===== config.mk =====
export PLATFORM = sky130hd
export DESIGN_NAME = float_to_pcm_stereo_converter_core
export DESIGN_NICKNAME = d
export VERILOG_FILES = /design/src/hdl/fpcm_pkg.sv /design/src/hdl/fpcm_lane.sv /design/src/hdl/float_to_pcm_stereo_converter_core.sv
export SDC_FILE = /design/constraint.sdc
export NUM_CORES = 2
export LEC_CHECK = 0
export BUFFER_PORTS_ARGS = -buffer_cell sky130_fd_sc_hd__buf_2
export CORE_AREA = 2 2 270 538
export DETAILED_ROUTE_END_ITERATION = 16
export DIE_AREA = 0 0 272 540
export PLACE_DENSITY = 0.76
export SLEW_MARGIN = 20
export SYNTH_ARGS = -nofsm -noshare
export SYNTH_HDL_FRONTEND = slang
export SYNTH_SLANG_ARGS = --single-unit

===== constraint.sdc =====
create_clock -name clock -period 30.3 [get_ports clock]
set_clock_uncertainty 0.05 [all_clocks]
set_input_delay 6.06 -clock clock [delete_from_list [all_inputs] [get_ports clock]]
set_output_delay 6.06 -clock clock [all_outputs]
set_load 0.01 [all_outputs]

===== src/hdl/fpcm_pkg.sv =====
// ----------------------------------------------------------------------------
// fpcm_pkg: shared types and constants
// Sample format codes, lane control struct and scale tables.
// ----------------------------------------------------------------------------
package fpcm_pkg;

   typedef enum logic [1:0] {
      FMT_FLOAT32 = 2'd0,
      FMT_PCM16   = 2'd1,
      FMT_PCM24   = 2'd2,
      FMT_PCM32   = 2'd3
   } fmt_type;

   localparam int SAMPLE_W = 32;
   localparam int SIG_W    = 24;
   localparam int SCALE_W  = 32;
   localparam int PROD_W   = SIG_W + SCALE_W;

   localparam logic [30:0] MAG_ONE = 31'h3F800000;
   localparam logic [30:0] MAG_INF = 31'h7F800000;

   // per-lane stage-1 result passed to the rounding stage
   typedef struct packed {
      logic                 pass;
      logic                 sat;
      logic                 neg;
      logic [7:0]           ex;
      logic [SAMPLE_W-1:0]  bits;
   } lane_ctl_type;

   function automatic logic [SCALE_W-1:0] scale_of(fmt_type f);
      logic [SCALE_W-1:0] s;
      unique case (f)
         FMT_PCM16: s = 32'd32767;
         FMT_PCM24: s = 32'd8388607;
         FMT_PCM32: s = 32'h80000000;
         default:   s = '0;
      endcase
      return s;
   endfunction

   function automatic logic [SCALE_W-1:0] pos_max_of(fmt_type f);
      logic [SCALE_W-1:0] s;
      unique case (f)
         FMT_PCM16: s = 32'd32767;
         FMT_PCM24: s = 32'd8388607;
         FMT_PCM32: s = 32'h7FFFFFFF;
         default:   s = '0;
      endcase
      return s;
   endfunction

   function automatic logic [SAMPLE_W-1:0] mask_of(fmt_type f);
      logic [SAMPLE_W-1:0] m;
      unique case (f)
         FMT_PCM16: m = 32'h0000FFFF;
         FMT_PCM24: m = 32'h00FFFFFF;
         default:   m = 32'hFFFFFFFF;
      endcase
      return m;
   endfunction

endpackage


===== src/hdl/fpcm_lane.sv =====
// ----------------------------------------------------------------------------
// fpcm_lane: one channel's converter
// Three stages: classify and multiply, round the product to float precision,
// then round to integer and apply sign and format mask.
// ----------------------------------------------------------------------------
module fpcm_lane (
   input  logic                     clock,
   input  logic                     advance,
   input  fpcm_pkg::fmt_type        fmt,
   input  logic [31:0]              sample,
   output logic [31:0]              code
);
   import fpcm_pkg::*;

   lane_ctl_type         ctl_ff, ctl_in;
   logic [PROD_W-1:0]    prod_ff, prod_in;
   fmt_type              fmt_ff;
   lane_ctl_type         rctl_ff;
   logic [PROD_W-1:0]    rp_ff, rp_in;
   fmt_type              rfmt_ff;
   logic [SAMPLE_W-1:0]  code_ff, code_in;

   always_comb begin
      logic [30:0]       mag;
      logic [SIG_W-1:0]  sig;
      mag = sample[30:0];
      sig = {(mag[30:23] != 8'd0), mag[22:0]};
      ctl_in.pass = (fmt == FMT_FLOAT32);
      ctl_in.bits = sample;
      ctl_in.ex   = (mag[30:23] == 8'd0) ? 8'd1 : mag[30:23];
      ctl_in.sat  = (mag >= MAG_ONE);
      // NaN goes to plus one
      ctl_in.neg  = sample[31] && !(mag > MAG_INF);
      prod_in     = PROD_W'(sig) * PROD_W'(scale_of(fmt));
   end

   always_ff @(posedge clock) begin
      if (advance) begin
         ctl_ff  <= ctl_in;
         prod_ff <= prod_in;
         fmt_ff  <= fmt;
      end
   end

   // round the product to 24 significant bits
   always_comb begin
      logic [5:0]        len;
      logic [5:0]        sh;
      logic [PROD_W-1:0] rem, half, q;
      len  = '0;
      sh   = '0;
      rem  = '0;
      half = '0;
      q    = '0;
      for (int i = 0; i < PROD_W; i++) begin
         if (prod_ff[i]) len = 6'(i + 1);
      end
      rp_in = prod_ff;
      if (len > 6'd24) begin
         sh   = len - 6'd24;
         q    = prod_ff >> sh;
         rem  = prod_ff & ((PROD_W'(1) << sh) - PROD_W'(1));
         half = PROD_W'(1) << (sh - 6'd1);
         if (rem > half || (rem == half && q[0])) q = q + PROD_W'(1);
         rp_in = q << sh;
      end
   end

   always_ff @(posedge clock) begin
      if (advance) begin
         rctl_ff <= ctl_ff;
         rp_ff   <= rp_in;
         rfmt_ff <= fmt_ff;
      end
   end

   always_comb begin
      logic [PROD_W-1:0] rem, half, q, n;
      logic [7:0]        drop;
      rem  = '0;
      half = '0;
      q    = '0;
      drop = 8'd150 - rctl_ff.ex;
      n = '0;
      // a drop this wide leaves at most one half, which rounds to zero
      if (drop < 8'(PROD_W)) begin
         q    = rp_ff >> drop;
         rem  = rp_ff & ((PROD_W'(1) << drop) - PROD_W'(1));
         half = PROD_W'(1) << (drop - 8'd1);
         if (rem > half || (rem == half && q[0])) q = q + PROD_W'(1);
         n = q;
      end
      if (rctl_ff.sat) begin
         n = rctl_ff.neg ? PROD_W'(scale_of(rfmt_ff)) : PROD_W'(pos_max_of(rfmt_ff));
      end
      if (rctl_ff.neg) n = PROD_W'(0) - n;
      code_in = rctl_ff.pass ? rctl_ff.bits : (n[SAMPLE_W-1:0] & mask_of(rfmt_ff));
   end

   always_ff @(posedge clock) begin
      if (advance) code_ff <= code_in;
   end

   assign code = code_ff;

endmodule


===== src/hdl/float_to_pcm_stereo_converter_core.sv =====
// ----------------------------------------------------------------------------
// float_to_pcm_stereo_converter_core: stereo float to PCM converter
// Two parallel lanes convert the left and right samples of each frame.
// ----------------------------------------------------------------------------
// Usage:
//   req_ carries one stereo frame per item: tdata = {right, left} float bits,
//   tlast marks the final frame of a block. rsp_ returns one item per frame
//   with tdata = {right_code, left_code} and tlast copied.
//   csr_ writes the 2-bit sample format (0 float32, 1 PCM16, 2 PCM24,
//   3 PCM32); write it only while the block is idle.
//   The pipeline has four stages (multiply, float round, integer round,
//   output); one item is taken each cycle unless the pipeline holds as
//   described below.
//   When rsp_tready is low and the output register is full the whole
//   pipeline holds and req_tready drops; bubbles inside are not squeezed out.
//   Reset clears the valid bits and sets the format to float32.
// ----------------------------------------------------------------------------
module float_to_pcm_stereo_converter_core (
   input  logic        clock,
   input  logic        reset,
   input  logic        req_tvalid,
   output logic        req_tready,
   input  logic [63:0] req_tdata,    // left_sample[31:0], right_sample[63:32]
   input  logic        req_tlast,
   output logic        rsp_tvalid,
   input  logic        rsp_tready,
   output logic [63:0] rsp_tdata,    // left_code[31:0], right_code[63:32]
   output logic        rsp_tlast,
   input  logic        csr_valid,
   output logic        csr_ready,
   input  logic [1:0]  csr_data
);
   import fpcm_pkg::*;

   fmt_type    fmt_ff;
   logic [3:0] vld_ff;
   logic [3:0] last_ff;
   logic       advance;

   // pipeline moves when the output slot is empty or being taken
   assign advance    = !vld_ff[3] || rsp_tready;
   assign req_tready = advance;
   assign csr_ready  = 1'b1;

   always_ff @(posedge clock) begin
      if (reset) begin
         fmt_ff <= FMT_FLOAT32;
         vld_ff <= '0;
      end else begin
         if (csr_valid) fmt_ff <= fmt_type'(csr_data);
         if (advance) vld_ff <= {vld_ff[2:0], req_tvalid};
      end
   end

   always_ff @(posedge clock) begin
      if (advance) last_ff <= {last_ff[2:0], req_tlast};
   end

   logic [31:0] left_code, right_code;

   fpcm_lane u_left (
      .clock(clock), .advance(advance), .fmt(fmt_ff),
      .sample(req_tdata[31:0]), .code(left_code)
   );

   fpcm_lane u_right (
      .clock(clock), .advance(advance), .fmt(fmt_ff),
      .sample(req_tdata[63:32]), .code(right_code)
   );

   logic [63:0] data_ff;
   always_ff @(posedge clock) begin
      if (advance) data_ff <= {right_code, left_code};
   end

   // lanes already hold stage 3; merge into the output register
   assign rsp_tvalid = vld_ff[3];
   assign rsp_tdata  = data_ff;
   assign rsp_tlast  = last_ff[3];

endmodule


==> metrics.txt, run 1 <==
status stopped before the end; Fail Step global routing; Log Error [ERROR GRT-0116] Global routing finished with congestion. Check the congestion regions in the DRC Viewer.; die width 272 um; clock root cell clkbuf_16; synth cell count leaders nand2_1, inv_1, nor2_1; Clock Path Buffers 3; htree depth 2; Seq cells post-synth 536; Detailed Place HPWL 340.8 mm; top-area cell type share of the netlist area 18.69%; Post-Place Cells 11535; postcts setup bufs 0; Netlist Area Pre-Place 0.08515 mm2; Synth Flop Type edfxtp_1; I/O pin count 140; Mapped Cells 9872; register area share after synthesis 18.83%; Rows 196; clk sink count 536; number of distinct library cells after synthesis 148; Initial Util 59.76%; Synth Area per Inst 8.625 um2; hold buffer count at CTS 0; Die H 540 um; synth top area cells edfxtp_1, fa_1, ha_1, nand2_1, mux2i_1; cell taking the most area after synthesis edfxtp_1; first-pass GRT wire length 805.5 mm; total CTS buffers 50; Post-synth EDFFs 530; Synthesis Warnings 0; post_cts resized 0; Final Wtd Congestion 1.209; total gr overflow 1012; GR Util All Layers 73.91%; ys async rst share 0%; count leader, synth nand2_1; vias in the first global route 100380; largest net degree at the start of global routing 120; IO Port Bufs 138
[logic make-up after synthesis]
| logic type | Yosys count | synth area share, % |
|---|---|---|
| mux | 588 | 8.604 |
| simple gates | 3363 | 19.23 |
| compound gates | 2429 | 19.74 |
| other cells | 2 | 0.008820 |
| xor+xnor | 336 | 3.474 |
| fa+ha+maj | 1204 | 22.78 |
| buf+inv | 1414 | 7.331 |
| flops | 536 | 18.83 |
[stage by stage]
step | hold slack [ns] | area (um2) | setup slack (ns)
after floorplan | 0.3503 | 85150 | 7.696
after global placement | 0.3509 | 87310 | 14.51
after detailed placement | 0.3545 | 87330 | 14.34
after CTS | 0.3601 | 88980 | 15.04
[layer usage]
| layer | global-route usage, % | GRT overflow |
|---|---|---|
| met5 | 16.16 | 2 |
| met3 | 53.90 | 4 |
| met2 | 95.17 | 641 |
| met4 | 79.48 | 361 |
| met1 | 71.14 | 4 |
==> run 2, diff against run 1 <==
CORE_AREA = 2 2 465 467   (was 2 2 270 538)
DIE_AREA = 0 0 467 469   (was 0 0 272 540)
PLACE_DENSITY = unset   (was 0.76)
PLACE_DENSITY_LB_ADDON = 0.15   (was unset)
==> run 2 against run 1 <==
  * The flow now finishes without violations
  * Synthesized cell count unchanged
  * Area after synthesis unchanged
==> metrics.txt, run 2 <==
Fmax 0.06714 GHz; CP arrival 15.32 ns; hold buffer count at CTS 0 (unchanged); GR Util All Layers 34.26%; IO Port Bufs 138 (unchanged); crit path max fanout 6; fin crit share 49.15%; first-pass GRT wire length 553.9 mm; Post-Synth Simple-Gate Area 19.23% (unchanged); largest family of logic cells by synthesized area adder cells; CP max-delay cell nor4_2; Layout Utilization 42.46%; area grow syn2layout 6.591%; Clock Path Buffers 3 (unchanged); layout cells sized above 1 9.760%; top-area cell type share of the netlist area 18.69% (unchanged); post-route ant nets 0; routed metal-1 wire length 159.7 mm; multi-input logic area 0.06330 mm2; most frequent cells in the layout nand2_1, inv_1, nor2_1; Initial Util 39.83% (-20 points); Hold Fails Final Rpt 0; Avg Vias per Cell 6.436; Post-synth EDFFs 530 (unchanged); Detailed Route WL 384.0 mm; Setup Viol. Count Final 0; Avg WL per Cell 30.49 um; Mapped Cells 9872 (unchanged); adder-cell area share of the yosys netlist 22.78% (unchanged); CTS tree done; initial antenna violation count 32; Storage cell area 0.01604 mm2; Compound-Gate Fraction of Synth Area 19.74% (unchanged); max reg flops 64; RSZ-0062 raised after global routing no; core area 0.2138 mm2; DRC Markers 0; clk sink count 536 (unchanged); fillers 21549; DIE AREA 0.2190 mm2; ys async rst share 0% (unchanged); max-slew violation count 0; Synth Area in XOR/XNOR 3.474% (unchanged); clock root cell clkbuf_16; Synth Flop Type edfxtp_1; total gr overflow 0; register area share after synthesis 18.83% (unchanged); synth top area cells edfxtp_1, fa_1, ha_1, nand2_1, mux2i_1; CP endpoint kind flip-flop; met2 WL 158.4 mm; Least-Margin Pin Slew 1.272 ns; leading cell type in the layout, fill and taps excluded nand2_1; Die H 469 um (-13%); Seq cells post-synth 536 (unchanged); crit path kind in -> reg; cell taking the most area after synthesis edfxtp_1; Worst EP required 30.72 ns; Final #Nets 10965; Detailed Place HPWL 298.6 mm (-12%); CP Launch Type input port; multiplexer share of the synthesized area 8.604% (unchanged); Netlist Area Pre-Place 0.08515 mm2 (unchanged); Synth Area per Inst 8.625 um2 (unchanged); Synthesis Warnings 0 (unchanged); Max-Cap Viols 0; fin crit period 14.89 ns; Final Wtd Congestion 1.040 (-14%); I/O pin count 140 (unchanged); Rows 170 (-13%); post_cts resized 0 (unchanged); slew margin rel. 15.19%; highest metal used met5; Clk Latency, worst-skew pair 0.74 ns; max incr delay on CP 0.74 ns; htree depth 3 (+1); drt initial violations 10047; die width 467 um (+72%); cell mode on critical path fa_1; number of distinct library cells after synthesis 148 (unchanged); clock-pin slew of the registers on the worst-case setup and hold paths 0.06 ns; Final TNS setup 0 ns; vias in the first global route 78402; synth cell count leaders nand2_1, inv_1, nor2_1; count leader, synth nand2_1; total CTS buffers 71 (+42%); DR pass1 iterations 10; status finished clean; largest net degree at the start of global routing 134; metal3 WL 38.32 mm; postcts setup bufs 0 (unchanged); worst hold path class reg -> reg; via count 81052
run 2: cell counts after synthesis:
Identical to the previous run, type by type.
run 2: area by class of cell:
cell class	instances	area share [%]
diodes	12	0.03309
clock inverters	49	0.7321
flip-flops and latches	536	17.67
multi-input cells	7923	69.75
inverters	799	3.324
well taps	2838	3.913
clock buffers	79	1.991
repair buffers	358	2.592
run 2: path summary, 6_finish.rpt:
kind / depth (start not counted) / start / slack, ns / end
worst min-delay path: 0 / u_left.code[16] / 0.36 / rsp_tdata[16]
worst max register to register: 38 / u_right.prod_ff[22] / 16.66 / u_right.rp_ff[55]
worst min register to register: 0 / u_left.code[16] / 0.36 / rsp_tdata[16]
worst max-delay path: 32 / req_tdata[29] / 15.41 / u_left.prod_ff[53]
run 2: through the flow:
step,hold WS (ns),cell area [um2],setup slack (ns),cells
global placement,0.3527,88220,14.91,12453
detailed placement,0.3545,88230,14.75,12453
floorplan,0.3503,85150,7.696,9873
global route,0.3731,90730,14.87,12585
CTS,0.3584,90700,15.50,12581
finish,0.3595,90760,15.41,12594
run 2: routing by layer:
layer | track usage [%] | vias to the layer above
li1 | - | 35498
met1 | 46.27 | 39661
met2 | 49.77 | 4763
met3 | 7.686 | 1116
met4 | 20.75 | 14
met5 | 0 | -
run 2: cell families (layout without fill, tap and decap cells):
logic type,after synthesis,count (layout)
AOI/OAI and AO/OA,2429,2429
xor gates and xnor gates,336,336
adders and majority gates,1204,1204
buffers and inverters,1414,1285
DFF,536,536
muxes,588,588
other,2,15
and+or+nand+nor,3363,3363
run 2: worst max-delay path, delay by kind of cell:
kind	cells	cell delay, ns
AOI/OAI and AO/OA	10	2.33
and+or+nand+nor	8	2.46
adders and majority gates	8	3.71
buffers and inverters	5	0.67
xor gates and xnor gates	1	0.08
Power of run 2 is not shown: default switching activity piles up to over one toggle a cycle in this logic, so the estimate is an artifact.
